[src/hdl/adc_average_linearize_level_macros.svh]
// Assertion macros for the level conditioner top level.
// Needs a clk and an active-high rst signal in the including scope.
`ifndef ADC_AVERAGE_LINEARIZE_LEVEL_MACROS_SVH
`define ADC_AVERAGE_LINEARIZE_LEVEL_MACROS_SVH

// same-cycle implication
`define AAL_ASSERT_NOW(label, ante, cons, msg) \
  label: assert property (@(posedge clk) disable iff (rst) (ante) |-> (cons)) else $error(msg);

// next-cycle implication
`define AAL_ASSERT_NEXT(label, ante, cons, msg) \
  label: assert property (@(posedge clk) disable iff (rst) (ante) |=> (cons)) else $error(msg);

`endif

[src/hdl/aalvl_pkg.sv]
// Shared types, constants and helpers of the level conditioner.
// No dependencies.
package aalvl_pkg;

  localparam int PT_W       = 12;
  localparam int PCT_W      = 7;
  localparam int CLS_W      = 2;
  localparam int NUM_POINTS = 5;
  localparam int NUM_TH     = 3;
  localparam int ADDR_W     = 5;
  localparam int DATA_W     = 32;
  localparam int PROD_W     = 17;

  localparam logic [PCT_W-1:0] SEG_STEP = 7'd25;
  localparam logic [PCT_W-1:0] PCT_ZERO = 7'd0;
  localparam logic [PCT_W-1:0] PCT_FULL = 7'd100;

  localparam logic [CLS_W-1:0] CLASS_LOW    = 2'd0;
  localparam logic [CLS_W-1:0] CLASS_MEDIUM = 2'd1;
  localparam logic [CLS_W-1:0] CLASS_HIGH   = 2'd2;
  localparam logic [CLS_W-1:0] CLASS_DANGER = 2'd3;

  localparam logic [2:0] REG_POINT_ZERO   = 3'd0;
  localparam logic [2:0] REG_POINT_QUART  = 3'd1;
  localparam logic [2:0] REG_POINT_HALF   = 3'd2;
  localparam logic [2:0] REG_POINT_3QUART = 3'd3;
  localparam logic [2:0] REG_POINT_FULL   = 3'd4;
  localparam logic [2:0] REG_TH_MEDIUM    = 3'd5;
  localparam logic [2:0] REG_TH_HIGH      = 3'd6;
  localparam logic [2:0] REG_TH_DANGER    = 3'd7;

  localparam logic [PT_W-1:0]  RST_POINT_ZERO   = 12'd0;
  localparam logic [PT_W-1:0]  RST_POINT_QUART  = 12'd1850;
  localparam logic [PT_W-1:0]  RST_POINT_HALF   = 12'd2000;
  localparam logic [PT_W-1:0]  RST_POINT_3QUART = 12'd2150;
  localparam logic [PT_W-1:0]  RST_POINT_FULL   = 12'd2300;
  localparam logic [PCT_W-1:0] RST_TH_MEDIUM    = 7'd30;
  localparam logic [PCT_W-1:0] RST_TH_HIGH      = 7'd70;
  localparam logic [PCT_W-1:0] RST_TH_DANGER    = 7'd90;

  typedef struct packed {
    logic [NUM_POINTS-1:0][PT_W-1:0] point;
    logic [NUM_TH-1:0][PCT_W-1:0]    thresh;
  } cal_cfg_t;

  typedef enum logic [2:0] {
    BK_IDLE,
    BK_AVG,
    BK_SEG,
    BK_PCT,
    BK_OUT
  } back_state_t;

  function automatic logic [CLS_W-1:0] level_of(
    input logic [PCT_W-1:0] pct,
    input logic [NUM_TH-1:0][PCT_W-1:0] th
  );
    logic [CLS_W-1:0] cls;
    priority if (pct < th[0]) cls = CLASS_LOW;
    else if (pct < th[1]) cls = CLASS_MEDIUM;
    else if (pct < th[2]) cls = CLASS_HIGH;
    else cls = CLASS_DANGER;
    return cls;
  endfunction

endpackage

[src/hdl/aalvl_front.sv]
// Front end: takes sample beats, accumulates each group and queues its sum.
// Depends on aalvl_pkg.
module aalvl_front import aalvl_pkg::*; #(
  parameter int SAMPLES_PER_GROUP = 10,
  parameter int SUM_W = 17,
  parameter int CNT_W = 4
) (
  input  logic             clk,
  input  logic             rst,
  input  logic [PT_W-1:0]  sample,
  input  logic             sample_valid,
  output logic             sample_ready,
  input  logic             q_full,
  output logic             push,
  output logic [SUM_W-1:0] push_sum
);

  logic [SUM_W-1:0] running_sum;
  logic [SUM_W-1:0] running_sum_next;
  logic [CNT_W-1:0] samples_taken;
  logic             accept;
  logic             last;

  assign sample_ready     = !q_full;
  assign accept           = sample_valid && sample_ready;
  assign last             = (samples_taken == CNT_W'(SAMPLES_PER_GROUP - 1));
  assign running_sum_next = running_sum + SUM_W'(sample);
  assign push             = accept && last;
  assign push_sum         = running_sum_next;

  always_ff @(posedge clk) begin
    if (rst) begin
      running_sum   <= '0;
      samples_taken <= '0;
    end else if (accept) begin
      if (last) begin
        running_sum   <= '0;
        samples_taken <= '0;
      end else begin
        running_sum   <= running_sum_next;
        samples_taken <= samples_taken + CNT_W'(1);
      end
    end
  end

endmodule

[src/hdl/aalvl_fifo.sv]
// Two-entry queue of group sums between front and back end.
// Depends on aalvl_pkg.
module aalvl_fifo import aalvl_pkg::*; #(
  parameter int SUM_W = 17
) (
  input  logic             clk,
  input  logic             rst,
  input  logic             push,
  input  logic [SUM_W-1:0] push_sum,
  input  logic             pop,
  output logic [SUM_W-1:0] head,
  output logic             full,
  output logic             empty
);

  logic [1:0][SUM_W-1:0] mem;
  logic                  wr_ptr;
  logic                  rd_ptr;
  logic [1:0]            count;

  assign full  = (count == 2'd2);
  assign empty = (count == 2'd0);
  assign head  = mem[rd_ptr];

  always_ff @(posedge clk) begin
    if (push) begin
      mem[wr_ptr] <= push_sum;
    end
  end

  always_ff @(posedge clk) begin
    if (rst) begin
      wr_ptr <= 1'b0;
      rd_ptr <= 1'b0;
      count  <= 2'd0;
    end else begin
      if (push) begin
        wr_ptr <= !wr_ptr;
      end
      if (pop) begin
        rd_ptr <= !rd_ptr;
      end
      if (push && !pop) begin
        count <= count + 2'd1;
      end else if (pop && !push) begin
        count <= count - 2'd1;
      end
    end
  end

endmodule

[src/hdl/aalvl_div.sv]
// Restoring divider, one quotient bit per cycle, used by the back end.
// Depends on aalvl_pkg.
module aalvl_div import aalvl_pkg::*; #(
  parameter int DVD_W = 17
) (
  input  logic             clk,
  input  logic             rst,
  input  logic             start,
  input  logic [DVD_W-1:0] dividend,
  input  logic [PT_W-1:0]  divisor,
  output logic             done,
  output logic [DVD_W-1:0] quotient
);

  localparam int STEP_W = $clog2(DVD_W + 1);

  logic              busy;
  logic [STEP_W-1:0] steps;
  logic [PT_W-1:0]   rem;
  logic [PT_W-1:0]   dvs;
  logic [DVD_W-1:0]  quo;
  logic [PT_W:0]     shifted;
  logic [PT_W+1:0]   diff;
  logic              ge;

  assign shifted  = {rem, quo[DVD_W-1]};
  assign diff     = {1'b0, shifted} - {2'b00, dvs};
  assign ge       = !diff[PT_W+1];
  assign quotient = quo;

  always_ff @(posedge clk) begin
    if (start) begin
      quo <= dividend;
      rem <= '0;
      dvs <= divisor;
    end else if (busy) begin
      rem <= ge ? diff[PT_W-1:0] : shifted[PT_W-1:0];
      quo <= {quo[DVD_W-2:0], ge};
    end
  end

  always_ff @(posedge clk) begin
    if (rst) begin
      busy  <= 1'b0;
      steps <= '0;
      done  <= 1'b0;
    end else begin
      done <= busy && (steps == STEP_W'(1));
      if (start) begin
        busy  <= 1'b1;
        steps <= STEP_W'(DVD_W);
      end else if (busy) begin
        steps <= steps - STEP_W'(1);
        if (steps == STEP_W'(1)) begin
          busy <= 1'b0;
        end
      end
    end
  end

endmodule

[src/hdl/aalvl_back.sv]
// Back end: averages a queued sum, maps it to percent and class, holds the result.
// Depends on aalvl_pkg and aalvl_div.
module aalvl_back import aalvl_pkg::*; #(
  parameter int SAMPLES_PER_GROUP = 10,
  parameter int SUM_W = 17,
  parameter int DVD_W = 17
) (
  input  logic              clk,
  input  logic              rst,
  input  cal_cfg_t          cfg,
  input  logic [SUM_W-1:0]  q_sum,
  input  logic              q_empty,
  output logic              pop,
  output logic [PT_W-1:0]   average_reading,
  output logic [PCT_W-1:0]  fill_percent,
  output logic [CLS_W-1:0]  level_class,
  output logic              result_valid,
  input  logic              result_ready
);

  // mean by reciprocal multiply, exact for every sum below 2**SUM_W
  localparam int     REC_L   = (SAMPLES_PER_GROUP > 1) ? $clog2(SAMPLES_PER_GROUP) : 0;
  localparam int     REC_SH  = SUM_W + REC_L;
  localparam int     MUL_W   = 2 * SUM_W + 1;
  localparam longint REC_MUL = ((longint'(1) << REC_SH) + longint'(SAMPLES_PER_GROUP) - 1)
                               / longint'(SAMPLES_PER_GROUP);

  back_state_t state;
  back_state_t state_next;

  logic [PT_W-1:0]   avg;
  logic [PCT_W-1:0]  base;
  logic [SUM_W-1:0]  grp_sum;
  logic [MUL_W-1:0]  mean_prod;
  logic              div_start;
  logic [DVD_W-1:0]  div_dividend;
  logic [PT_W-1:0]   div_divisor;
  logic              div_done;
  logic [DVD_W-1:0]  div_quo;
  logic              ld_sum;
  logic              ld_avg;
  logic              ld_seg;
  logic              ld_out;

  logic              seg_interp;
  logic [PCT_W-1:0]  seg_fixed;
  logic [PCT_W-1:0]  seg_base;
  logic [PT_W-1:0]   seg_lo;
  logic [PT_W-1:0]   seg_hi;
  logic [PT_W-1:0]   delta;
  logic [PT_W-1:0]   span;
  logic [PROD_W-1:0] prod;
  logic [PCT_W-1:0]  out_pct;

  aalvl_div #(.DVD_W(DVD_W)) u_div (
    .clk      (clk),
    .rst      (rst),
    .start    (div_start),
    .dividend (div_dividend),
    .divisor  (div_divisor),
    .done     (div_done),
    .quotient (div_quo)
  );

  // segment pick: first upper point at or above the mean; 0 at or below point 0, 100 above point 4
  always_comb begin
    seg_interp = 1'b1;
    seg_fixed  = PCT_ZERO;
    seg_base   = PCT_ZERO;
    seg_lo     = cfg.point[0];
    seg_hi     = cfg.point[1];
    priority if (avg <= cfg.point[0]) begin
      seg_interp = 1'b0;
      seg_fixed  = PCT_ZERO;
    end else if (avg <= cfg.point[1]) begin
      seg_base = PCT_ZERO;
      seg_lo   = cfg.point[0];
      seg_hi   = cfg.point[1];
    end else if (avg <= cfg.point[2]) begin
      seg_base = SEG_STEP;
      seg_lo   = cfg.point[1];
      seg_hi   = cfg.point[2];
    end else if (avg <= cfg.point[3]) begin
      seg_base = PCT_W'(SEG_STEP * 2);
      seg_lo   = cfg.point[2];
      seg_hi   = cfg.point[3];
    end else if (avg <= cfg.point[4]) begin
      seg_base = PCT_W'(SEG_STEP * 3);
      seg_lo   = cfg.point[3];
      seg_hi   = cfg.point[4];
    end else begin
      seg_interp = 1'b0;
      seg_fixed  = PCT_FULL;
    end
  end

  assign mean_prod = MUL_W'(grp_sum) * MUL_W'(REC_MUL);
  assign delta     = avg - seg_lo;
  assign span      = seg_hi - seg_lo;
  assign prod      = PROD_W'(delta) * PROD_W'(SEG_STEP);
  assign out_pct   = (state == BK_PCT) ? (div_quo[PCT_W-1:0] + base) : seg_fixed;

  assign result_valid = (state == BK_OUT);

  always_comb begin
    state_next = state;
    unique case (state)
      BK_IDLE: if (!q_empty) state_next = BK_AVG;
      BK_AVG:  state_next = BK_SEG;
      BK_SEG:  state_next = seg_interp ? BK_PCT : BK_OUT;
      BK_PCT:  if (div_done) state_next = BK_OUT;
      BK_OUT:  if (result_ready) state_next = BK_IDLE;
      default: state_next = BK_IDLE;
    endcase
  end

  always_comb begin
    pop          = 1'b0;
    div_start    = 1'b0;
    div_dividend = DVD_W'(prod);
    div_divisor  = span;
    ld_sum       = 1'b0;
    ld_avg       = 1'b0;
    ld_seg       = 1'b0;
    ld_out       = 1'b0;
    unique case (state)
      BK_IDLE: begin
        pop    = !q_empty;
        ld_sum = !q_empty;
      end
      BK_AVG: begin
        ld_avg = 1'b1;
      end
      BK_SEG: begin
        ld_seg    = 1'b1;
        div_start = seg_interp;
        ld_out    = !seg_interp;
      end
      BK_PCT: begin
        ld_out = div_done;
      end
      BK_OUT: begin
      end
      default: begin
      end
    endcase
  end

  always_ff @(posedge clk) begin
    if (rst) begin
      state <= BK_IDLE;
    end else begin
      state <= state_next;
    end
  end

  always_ff @(posedge clk) begin
    if (ld_sum) begin
      grp_sum <= q_sum;
    end
    if (ld_avg) begin
      avg <= mean_prod[REC_SH +: PT_W];
    end
    if (ld_seg) begin
      base <= seg_base;
    end
    if (ld_out) begin
      average_reading <= avg;
      fill_percent    <= out_pct;
      level_class     <= level_of(out_pct, cfg.thresh);
    end
  end

endmodule

[src/hdl/adc_average_linearize_level.sv]
// Top level of the level-sensor conditioner: register port, front, queue, back.
// Depends on aalvl_pkg, aalvl_front, aalvl_fifo, aalvl_back and the macro header.
//
//   channel   handshake                    payload
//   sample    sample_valid / sample_ready  sample
//   result    result_valid / result_ready  average_reading, fill_percent, level_class
//   config    psel, penable, pwrite        paddr, pwdata, prdata (pready tied high)
//
// A sample beat is taken whenever the two-entry sum queue is not full; the front stalls only when it is full.
// Back per group: pop, reciprocal mean, segment pick, then the serial interpolation divide
// when the mean lies inside a segment, before the result shows.
// Reset is synchronous; registers return to their calibration defaults, no clearing pass.
// A result waiting on result_ready stalls only the back; the front runs until the queue fills.
`include "adc_average_linearize_level_macros.svh"

module adc_average_linearize_level import aalvl_pkg::*; #(
  parameter int SAMPLES_PER_GROUP = 10
) (
  input  logic               clk,
  input  logic               rst,
  input  logic [PT_W-1:0]    sample,
  input  logic               sample_valid,
  output logic               sample_ready,
  output logic [PT_W-1:0]    average_reading,
  output logic [PCT_W-1:0]   fill_percent,
  output logic [CLS_W-1:0]   level_class,
  output logic               result_valid,
  input  logic               result_ready,
  input  logic               psel,
  input  logic               penable,
  input  logic               pwrite,
  input  logic [ADDR_W-1:0]  paddr,
  input  logic [DATA_W-1:0]  pwdata,
  output logic [DATA_W-1:0]  prdata,
  output logic               pready
);

  localparam int SUM_W = $clog2(SAMPLES_PER_GROUP * 4095 + 1);
  localparam int CNT_W = (SAMPLES_PER_GROUP > 1) ? $clog2(SAMPLES_PER_GROUP) : 1;
  localparam int DVD_W = PROD_W;

  cal_cfg_t         cfg;
  logic [2:0]       reg_idx;
  logic             wr_en;
  logic             q_push;
  logic [SUM_W-1:0] q_push_sum;
  logic             q_pop;
  logic [SUM_W-1:0] q_head;
  logic             q_full;
  logic             q_empty;

  assign pready  = 1'b1;
  assign reg_idx = paddr[4:2];
  assign wr_en   = psel && penable && pwrite && pready;

  always_ff @(posedge clk) begin
    if (rst) begin
      cfg.point[0]  <= RST_POINT_ZERO;
      cfg.point[1]  <= RST_POINT_QUART;
      cfg.point[2]  <= RST_POINT_HALF;
      cfg.point[3]  <= RST_POINT_3QUART;
      cfg.point[4]  <= RST_POINT_FULL;
      cfg.thresh[0] <= RST_TH_MEDIUM;
      cfg.thresh[1] <= RST_TH_HIGH;
      cfg.thresh[2] <= RST_TH_DANGER;
    end else if (wr_en) begin
      unique case (reg_idx)
        REG_POINT_ZERO:   cfg.point[0]  <= pwdata[PT_W-1:0];
        REG_POINT_QUART:  cfg.point[1]  <= pwdata[PT_W-1:0];
        REG_POINT_HALF:   cfg.point[2]  <= pwdata[PT_W-1:0];
        REG_POINT_3QUART: cfg.point[3]  <= pwdata[PT_W-1:0];
        REG_POINT_FULL:   cfg.point[4]  <= pwdata[PT_W-1:0];
        REG_TH_MEDIUM:    cfg.thresh[0] <= pwdata[PCT_W-1:0];
        REG_TH_HIGH:      cfg.thresh[1] <= pwdata[PCT_W-1:0];
        REG_TH_DANGER:    cfg.thresh[2] <= pwdata[PCT_W-1:0];
        default: begin
        end
      endcase
    end
  end

  always_comb begin
    unique case (reg_idx)
      REG_POINT_ZERO:   prdata = DATA_W'(cfg.point[0]);
      REG_POINT_QUART:  prdata = DATA_W'(cfg.point[1]);
      REG_POINT_HALF:   prdata = DATA_W'(cfg.point[2]);
      REG_POINT_3QUART: prdata = DATA_W'(cfg.point[3]);
      REG_POINT_FULL:   prdata = DATA_W'(cfg.point[4]);
      REG_TH_MEDIUM:    prdata = DATA_W'(cfg.thresh[0]);
      REG_TH_HIGH:      prdata = DATA_W'(cfg.thresh[1]);
      REG_TH_DANGER:    prdata = DATA_W'(cfg.thresh[2]);
      default:          prdata = '0;
    endcase
  end

  aalvl_front #(
    .SAMPLES_PER_GROUP (SAMPLES_PER_GROUP),
    .SUM_W             (SUM_W),
    .CNT_W             (CNT_W)
  ) u_front (
    .clk          (clk),
    .rst          (rst),
    .sample       (sample),
    .sample_valid (sample_valid),
    .sample_ready (sample_ready),
    .q_full       (q_full),
    .push         (q_push),
    .push_sum     (q_push_sum)
  );

  aalvl_fifo #(.SUM_W(SUM_W)) u_fifo (
    .clk      (clk),
    .rst      (rst),
    .push     (q_push),
    .push_sum (q_push_sum),
    .pop      (q_pop),
    .head     (q_head),
    .full     (q_full),
    .empty    (q_empty)
  );

  aalvl_back #(
    .SAMPLES_PER_GROUP (SAMPLES_PER_GROUP),
    .SUM_W             (SUM_W),
    .DVD_W             (DVD_W)
  ) u_back (
    .clk             (clk),
    .rst             (rst),
    .cfg             (cfg),
    .q_sum           (q_head),
    .q_empty         (q_empty),
    .pop             (q_pop),
    .average_reading (average_reading),
    .fill_percent    (fill_percent),
    .level_class     (level_class),
    .result_valid    (result_valid),
    .result_ready    (result_ready)
  );

  `AAL_ASSERT_NOW(a_no_push_when_full, q_push, !q_full, "group sum pushed into full queue")
  `AAL_ASSERT_NOW(a_pct_range, result_valid, fill_percent <= PCT_FULL, "fill percent above 100")
  `AAL_ASSERT_NEXT(a_pop_starts_work, q_pop, !result_valid, "result shown right after pop")

endmodule

[config.mk]
export PLATFORM = sky130hd
export DESIGN_NAME = adc_average_linearize_level
export DESIGN_NICKNAME = d
export VERILOG_FILES = /design/src/hdl/aalvl_pkg.sv /design/src/hdl/aalvl_front.sv /design/src/hdl/aalvl_fifo.sv /design/src/hdl/aalvl_div.sv /design/src/hdl/aalvl_back.sv /design/src/hdl/adc_average_linearize_level.sv
export VERILOG_INCLUDE_DIRS = /design/src /design/src/hdl
export SDC_FILE = /design/constraint.sdc
export NUM_CORES = 1
export LEC_CHECK = 0
export BUFFER_PORTS_ARGS = -buffer_cell sky130_fd_sc_hd__buf_2
export CELL_PAD_IN_SITES_DETAIL_PLACEMENT = 1
export CELL_PAD_IN_SITES_GLOBAL_PLACEMENT = 1
export CORE_MARGIN = 4
export CORE_UTILIZATION = 50
export DETAILED_ROUTE_END_ITERATION = 7
export GPL_TIMING_DRIVEN = 0
export PLACE_DENSITY_LB_ADDON = 0.1
export REMOVE_ABC_BUFFERS = 1
export SLEW_MARGIN = 30
export SYNTH_ARGS = -nofsm -noshare
export SYNTH_HDL_FRONTEND = slang
export SYNTH_SLANG_ARGS = --single-unit
[constraint.sdc]
create_clock -name clk -period 12.15 [get_ports clk]
set_input_delay 1.8225 -clock clk [delete_from_list [all_inputs] [get_ports clk]]
set_output_delay 1.8225 -clock clk [all_outputs]
set_load 0.05 [all_outputs]
==> qor_table.md, run 1 <==
| Group | Item | Value |
| --- | --- | --- |
| outcome | Status | finished, final reports clean |
| synthesis | Share of the synthesized area in the top cell type | 0.1889 |
| clock network | Post-CTS Hold Buffers | 0 |
| sta | F_max | 0.1124 GHz |
| synthesis | Post-synthesis cell type with the largest combined area | ha_1 |
| cells and area | Number of nets at the end of the flow | 2,587 |
| clock network | Clk slew on worst S/H paths | 60 ps |
| setup path | R2r setup slk | 3250 ps |
| drt | Antenna viol nets, final | 0 |
| drt | Per-cell via count in the routed design | 5.795 |
| grt | Global-route wire length before repair | 92,340 um |
| setup path | Critical path class | register to register |
| sta | Total of endpoints with negative setup slack in the final report | 0 |
| grt | Largest net degree at the start of global routing | 45 |
| setup path | Highest fanout seen on the critical path | 21 |
| setup path | Delay of the slowest cell on the worst path | 1020 ps |
| cells and area | Inserted Diodes | 0 |
| cells and area | Non-filler cells, final | 2,684 |
| min path | Cell depth of the worst hold path | 0 |
| setup path | Required time worst endpoint | 12,440 ps |
| grt | Number of antenna violations at the first check in global routing | 4 |
| min path | HP Class | register to register |
| sta | Setup repair after global routing missed its margin | no |
| drt | Number of detailed-routing iterations run before antenna repair | 4 |
| die | Die Ht | 207.0 um |
| synthesis | Async set-or-reset flop fraction in the synthesized netlist | 0 |
| setup path | Family of cells with the greatest summed delay on the critical path | simple AND/OR/NAND/NOR gates |
| placement | Final weighted congestion in routability-driven placement | 0.9457 |
| die | Core footprint | 38,920 um^2 |
| sta | Share of the clock period used by the worst path after layout | 0.7325 |
| die | Starting Density | 0.5088 |
| clock network | CTS sink cnt | 242 |
| drt | Via count of the routed design | 15,550 |
| clock network | Clk_lat worst skew | 590 ps |
| sta | Slew HR | 0.3216 |
| cells and area | Fill count | 4,494 |
| cells and area | Layout overhead on the synthesized area | 9.649% |
| setup path | Master of the slowest instance on the critical path | nor2_1 |
| setup path | Most numerous cell on the critical path | ha_1 |
| synthesis | Synthesized flop and latch total | 242 |
| synthesis | Number of instances in the synthesized netlist | 2,113 |
| setup path | Type of origin of the critical path | register |
| clock network | Number of buffers inserted to repair setup after CTS | 0 |
| synthesis | Share of synthesized area occupied by flip-flops and latches | 0.3028 |
| setup path | Stages on worst setup path | 30 |
| clock network | # resized after CTS | 0 |
| sta | Pins over their slew limit | 0 |
| placement | HPWL after detailed placement | 44,610 um |
| clock network | Total clock buffers created by CTS | 30 |
| drt | WL per Instance | 21.51 um |
| synthesis | Number of enable flip-flop cells after synthesis | 115 |
| die | Floorplan die area | 42,850 um^2 |
| setup path | End of the critical path | u_back.u_div.quotient[16] |
| clock network | H-tree Lvls | 1 |
| die | # IOs | 112 |
| clock network | Cell at the root of the clock tree | clkbuf_16 |
| sta | Slew @ Worst Pin | 1014 ps |
| drt | Final wirelength | 57,730 um |
| cells and area | Layout cells sized above 1 | 0.08726 |
| placement | Count of buffers inserted at the top-level ports | 68 |
| grt | Combined global-route utilization of all metal layers | 0.2659 |
| setup path | Worst Reg-to-Reg Cells | 30 |
| setup path | Critical Path End Type | register |
| drt | Initial drt markers | 860 |
| clock network | Maximum count of clock buffers along a single path | 3 |
| die | Die outline width | 207.0 um |
| setup path | Buf/Inv on CP | 3 |
| sta | Final sum of negative setup slack | 0 ps |
| synthesis | Post-Syn Area per Cell | 9.371 um^2 |
| sta | Clock period minus final worst setup slack | 8900 ps |
| synthesis | Total of warnings raised by yosys | 0 |
| sta | Post-Route Skew | 30.94 ps |
| synthesis | Top area cells in the synthesized netlist | ha_1 19%, edfxtp_1 17%, dfxtp_1 13%, fa_1 9.1%, inv_1 5.5% |
| setup path | Data arrival time of the worst path | 9190 ps |
| synthesis | Distinct cell type count after synthesis | 78 |
| die | Number of core rows | 72 |
| run | Maxcap violations | 0 |
| grt | Residual overflow from global routing | 0 |
| drt | Post-detailed-route DRC marker count | 0 |
| placement | Number of placed instances, taps included | 2,628 |
| clock network | TritonCTS clock tree | done |
| sta | Count of endpoints failing hold in the final timing report | 0 |
| setup path | Reg-to-reg startpoint | u_back.avg[9] |
| setup path | Endpoint of the most critical register-to-register path | u_back.u_div.quotient[16] |
| min path | Source of the worst hold timing path | u_back.avg[0] |
| setup path | Start point of the critical path | u_back.avg[9] |
| synthesis | Top flip-flop cell by instance count after synthesis | dfxtp_1 |
| synthesis | Netlist Area Pre-Place | 19,800 um^2 |
| grt | Via count of the first global-routing pass | 16,970 |
final cells by class:
class | instances | area [um^2] | share of cell area
well taps | 518 | 648.1 | 0.02985
repair buffers | 76 | 474.2 | 0.02184
inverters | 289 | 1085 | 0.04996
clock inverters | 19 | 265.3 | 0.01222
multi-input cells | 1503 | 12450 | 0.5732
clock buffers | 37 | 797.0 | 0.03671
flip-flops and latches | 242 | 5997 | 0.2762
through the flow:
step	hold slack (ps)	instance area [um^2]	util	worst slack, ps
2_1_floorplan	426.4	19420	-	4542
3_3_place_gp	443.9	20410	0.5244	2223
3_5_place_dp	458.5	20640	0.5303	3467
4_1_cts	481.0	21700	0.5576	3408
5_1_grt	498.7	21710	0.5579	2828
6_report	480.6	21710	0.5579	3250
cells in the mapped netlist (6+ instances only):
master / instances
nor3b_1: 7
o22ai_1: 17
o21ai_0: 69
dfxtp_1: 127
nand2b_1: 18
mux2_2: 19
or2_2: 8
inv_1: 289
buf_1: 12
a21oi_1: 145
nor2_1: 142
a21boi_0: 9
a21o_1: 20
o211ai_1: 52
a22oi_1: 18
mux2i_1: 47
fa_1: 90
nand3_1: 38
a31oi_1: 10
buf_4: 22
nor3_1: 28
a311oi_1: 8
xor2_1: 28
o31ai_1: 6
nor2b_1: 30
xnor2_1: 52
nand4_1: 20
mux4_2: 8
nand2_1: 171
edfxtp_1: 115
o21bai_1: 13
ha_1: 299
o21a_1: 17
clkbuf_1: 62
registers in the layout, summed over array words and instances, names as in the netlist:
signal,count
u_back.u_div.busy,1
u_back.u_div.steps,5
u_back.u_div.dvs,12
u_back.grp_sum,16
u_back.fill_percent,7
u_fifo.wr_ptr,1
u_back.avg,12
u_back.u_div.quotient,17
cfg,81
u_back.average_reading,12
u_back.u_div.done,1
u_back.u_div.rem,12
u_fifo.count,2
u_fifo.rd_ptr,1
u_front.samples_taken,4
u_back.base,5
u_fifo.mem,32
u_front.running_sum,16
u_back.state,3
u_back.level_class,2
routing by layer:
layer | track usage | up-vias | share of wire
met3 | 0.03540 | 124 | 0.039
met4 | 0.08664 | 8 | 0.035
met1 | 0.3186 | 7713 | 0.41
met5 | 0 | - | 0.00094
li1 | - | 7382 | -
met2 | 0.4927 | 326 | 0.51
worst register-to-register path, delay by kind of cell, from the launching register on:
| kind | cells | cell delay [ps] |
|---|---|---|
| AND/OR/NAND/NOR | 8 | 2510 |
| AO/OA/AOI/OAI | 10 | 2440 |
| adder cells (fa/ha/maj) | 7 | 2320 |
| flip-flops | 1 | 610 |
| multiplexers | 1 | 330 |
| XOR/XNOR | 1 | 230 |
| buffers and inverters | 3 | 190 |
worst min path at each step:
stage	end	slack, ps
2_1_floorplan	u_back.average_reading[0]	430
3_3_place_gp	u_back.average_reading[0]	440
3_5_place_dp	u_back.average_reading[0]	460
4_1_cts	cfg[26]	480
5_1_grt	u_back.average_reading[0]	500
6_report	u_back.average_reading[0]	480
layout by cell type, fill, tap and decap left out, types with 19 or more instances in the layout:
master / Yosys / routed
o21ai_0: 69 / 69
a21oi_1: 145 / 145
dfxtp_1: 127 / 126
xor2_1: 28 / 28
nand2_1: 171 / 170
nand4_1: 20 / 20
nor2b_1: 30 / 29
mux2_2: 19 / 19
o211ai_1: 52 / 52
nand3_1: 38 / 38
conb_1: 2 / 21
xnor2_1: 52 / 52
mux2i_1: 47 / 47
a21o_1: 20 / 19
inv_1: 289 / 288
fa_1: 90 / 90
buf_2: 2 / 67
ha_1: 299 / 299
nor3_1: 28 / 28
edfxtp_1: 115 / 115
nor2_1: 142 / 134
clkbuf_16: 0 / 30
logic make-up (layout without fill, tap and decap cells):
family / after synthesis / in the layout / synth area share
AOI/OAI and AO/OA: 444 / 444 / 0.1453
other: 2 / 21 / 0.0003793
xor gates and xnor gates: 80 / 80 / 0.03539
DFF: 242 / 242 / 0.3028
muxes: 75 / 75 / 0.04423
and+or+nand+nor: 494 / 494 / 0.1144
buffers and inverters: 387 / 421 / 0.07766
adders and majority gates: 389 / 389 / 0.2799
Power of run 1 is left out: the tool's default activity adds up to more than one toggle a clock period on the data nets, which glitch-free logic cannot reach.
==> run 2: changes to the inputs <==
- CORE_UTILIZATION: 50 -> 44
- clock period: 12.15 -> 7.7 ns (I/O delays scaled with it)
==> qor_table.md, run 2 (same netlist as run 1, synthesis figures left out) <==
| Group | Item | Value | Delta |
| --- | --- | --- | --- |
| outcome | Status | finished, final reports clean | unchanged |
| min path | HP Class | register to register | unchanged |
| cells and area | Layout cells sized above 1 | 0.1033 | was 0.08726 |
| cells and area | Most frequent standard cell in the layout excluding fill and tap cells | ha_1 | unchanged |
| sta | Post-Route Skew | 27.42 ps | was 30.94 ps |
| setup path | Type of origin of the critical path | register | unchanged |
| clock network | Clk_lat worst skew | 580 ps | was 590 ps |
| setup path | Endpoint of the most critical register-to-register path | u_back.u_div.quotient[16] | unchanged |
| sta | Worst path setup slack after routing | 374.2 ps | was 3250 ps |
| grt | Number of antenna violations at the first check in global routing | 3 | was 4 |
| grt | Global-route wire length before repair | 91,900 um | was 92,340 um |
| sta | Share of the clock period used by the worst path after layout | 0.9514 | was 0.7325 |
| sta | F_max | 0.1365 GHz | was 0.1124 GHz |
| sta | Clock period minus final worst setup slack | 7326 ps | was 8900 ps |
| drt | Number of detailed-routing iterations run before antenna repair | 6 | was 4 |
| die | Die Ht | 220.1 um | was 207.0 um |
| drt | Via count of the routed design | 15,640 | was 15,550 |
| clock network | Clk slew on worst S/H paths | 60 ps | about the same |
| cells and area | Layout overhead on the synthesized area | 11.50% | was 9.649% |
| setup path | End of the critical path | u_back.u_div.quotient[16] | unchanged |
| drt | Final wirelength | 58,550 um | was 57,730 um |
| setup path | R2r setup slk | 370 ps | was 3250 ps |
| cells and area | Commonest non-fill, non-tap cells in the layout | 299 x ha_1, 288 x inv_1, 169 x nand2_1 | was 299 x ha_1, 288 x inv_1, 170 x nand2_1 |
| cells and area | Number of nets at the end of the flow | 2,610 | was 2,587 |
| setup path | Start point of the critical path | u_back.avg[10] | was u_back.avg[9] |
| setup path | Critical Path End Type | register | unchanged |
| drt | Initial drt markers | 956 | was 860 |
| cells and area | Fill count | 5,076 | was 4,494 |
| sta | Count of endpoints failing hold in the final timing report | 0 | unchanged |
| sta | Slew HR | 0.3849 | was 0.3216 |
| grt | Combined global-route utilization of all metal layers | 0.2417 | was 0.2659 |
| drt | WL per Instance | 21.06 um | was 21.51 um |
| sta | Pins over their slew limit | 0 | unchanged |
| clock network | Post-CTS Hold Buffers | 0 | unchanged |
| grt | Via count of the first global-routing pass | 16,730 | was 16,970 |
| cells and area | Number of flip-flops under the largest register name | 81 | unchanged |
| die | Core footprint | 44,320 um^2 | was 38,920 um^2 |
| placement | Place WS | -1103 ps | was 3467 ps |
| die | # IOs | 112 | unchanged |
| sta | Slew @ Worst Pin | 919.2 ps | was 1014 ps |
| clock network | Total clock buffers created by CTS | 29 | was 30 |
| drt | Post-detailed-route DRC marker count | 0 | unchanged |
| clock network | CTS sink cnt | 242 | unchanged |
| placement | HPWL after detailed placement | 45,100 um | was 44,610 um |
| setup path | Critical path class | register to register | unchanged |
| drt | Antenna viol nets, final | 0 | unchanged |
| placement | Cell Area, Placed | 20,780 um^2 | was 20,640 um^2 |
| grt | Residual overflow from global routing | 0 | unchanged |
| setup path | Data arrival time of the worst path | 7610 ps | was 9190 ps |
| setup path | Highest fanout seen on the critical path | 12 | was 21 |
| clock network | H-tree Lvls | 1 | unchanged |
| setup path | Reg-to-reg startpoint | u_back.avg[10] | was u_back.avg[9] |
| setup path | Worst Reg-to-Reg Cells | 27 | was 30 |
| placement | Final weighted congestion in routability-driven placement | 0.8846 | was 0.9457 |
| setup path | Required time worst endpoint | 7980 ps | was 12,440 ps |
| clock network | Cell at the root of the clock tree | clkbuf_16 | unchanged |
| die | Floorplan die area | 48,460 um^2 | was 42,850 um^2 |
| die | Number of core rows | 77 | was 72 |
| cells and area | Final std cell area, no fill | 22,080 um^2 | was 21,710 um^2 |
| die | Die outline width | 220.1 um | was 207.0 um |
| grt | Largest net degree at the start of global routing | 44 | was 45 |
| drt | Per-cell via count in the routed design | 5.624 | was 5.795 |
| clock network | TritonCTS clock tree | done | unchanged |
| run | Maxcap violations | 0 | unchanged |
| cells and area | Inserted Diodes | 0 | unchanged |
| die | Starting Density | 0.4468 | was 0.5088 |
| placement | Count of buffers inserted at the top-level ports | 68 | unchanged |
| clock network | Maximum count of clock buffers along a single path | 3 | unchanged |
| sta | Total of endpoints with negative setup slack in the final report | 0 | unchanged |
-- run 2: worst min path at each step --
stage | start | end | slack, ps | depth (start not counted)
after detailed placement | u_back.avg[0] | u_back.average_reading[0] | 440 | 0
after global placement | u_back.avg[0] | u_back.average_reading[0] | 440 | 0
final | u_back.avg[0] | u_back.average_reading[0] | 450 | 0
after global routing | u_back.avg[0] | u_back.average_reading[0] | 470 | 0
after CTS | u_back.avg[0] | u_back.average_reading[0] | 450 | 0
after floorplan | u_back.avg[0] | u_back.average_reading[0] | 430 | 0
-- run 2: worst max-delay path: stages, from the launching register on --
cell and delay, ps:
edfxtp_1 550, ha_1 410, nand4_1 220, a211o_1 420
a21o_4 340, a221o_1 410, o2111a_1 230, nor2_1 280
xor2_1 120, ha_1 240, nand3_1 90, nand2_1 70
o21a_1 200, o31a_1 280, mux2_1 330, or2_1 270
ha_1 310, ha_1 280, inv_1 50, fa_1 530
inv_1 40, ha_1 330, a21oi_2 170, nor2b_1 70
o21a_1 190, o41ai_2 250, xor2_1 240, o21ai_0 100
-- run 2: area by class of cell --
type                       instances  area [um^2]  share of cell area
timing repair buffer              98        684.4             0.03100
inverter                         289         1085             0.04913
multi-input combinational       1505        12570              0.5694
tap                              592        740.7             0.03355
clock inverter                    20        245.2             0.01111
clock buffer                      34        754.5             0.03417
sequential                       242         5997              0.2716
-- run 2: repair_timing --
action                     CTS  global route
pin swaps                    6             2
buffers inserted             7            13
setup endpoints to repair    7             3
gates cloned                 1             1
gates resized for setup     15            11
-- run 2: through the flow --
step	cells	setup TNS (ps)	util	hold WS, ps
floorplan	2034	0	-	426.4
global placement	2694	-17410	0.4626	440.2
detailed placement	2704	-3970	0.4688	438.2
CTS	2766	0	0.4945	452.4
global route	2780	-35.91	0.4982	466.4
finish	2780	0	0.4982	449.0
-- run 2: routing by layer --
metal / vias to the layer above / global-route usage / share of wire
met2: 311 / 0.4352 / 0.50
met1: 7769 / 0.2954 / 0.42
met5: - / 0 / 0.00058
met3: 123 / 0.03117 / 0.041
met4: 4 / 0.09106 / 0.042
li1: 7429 / - / -
Power of run 2 is left out for the same reason.
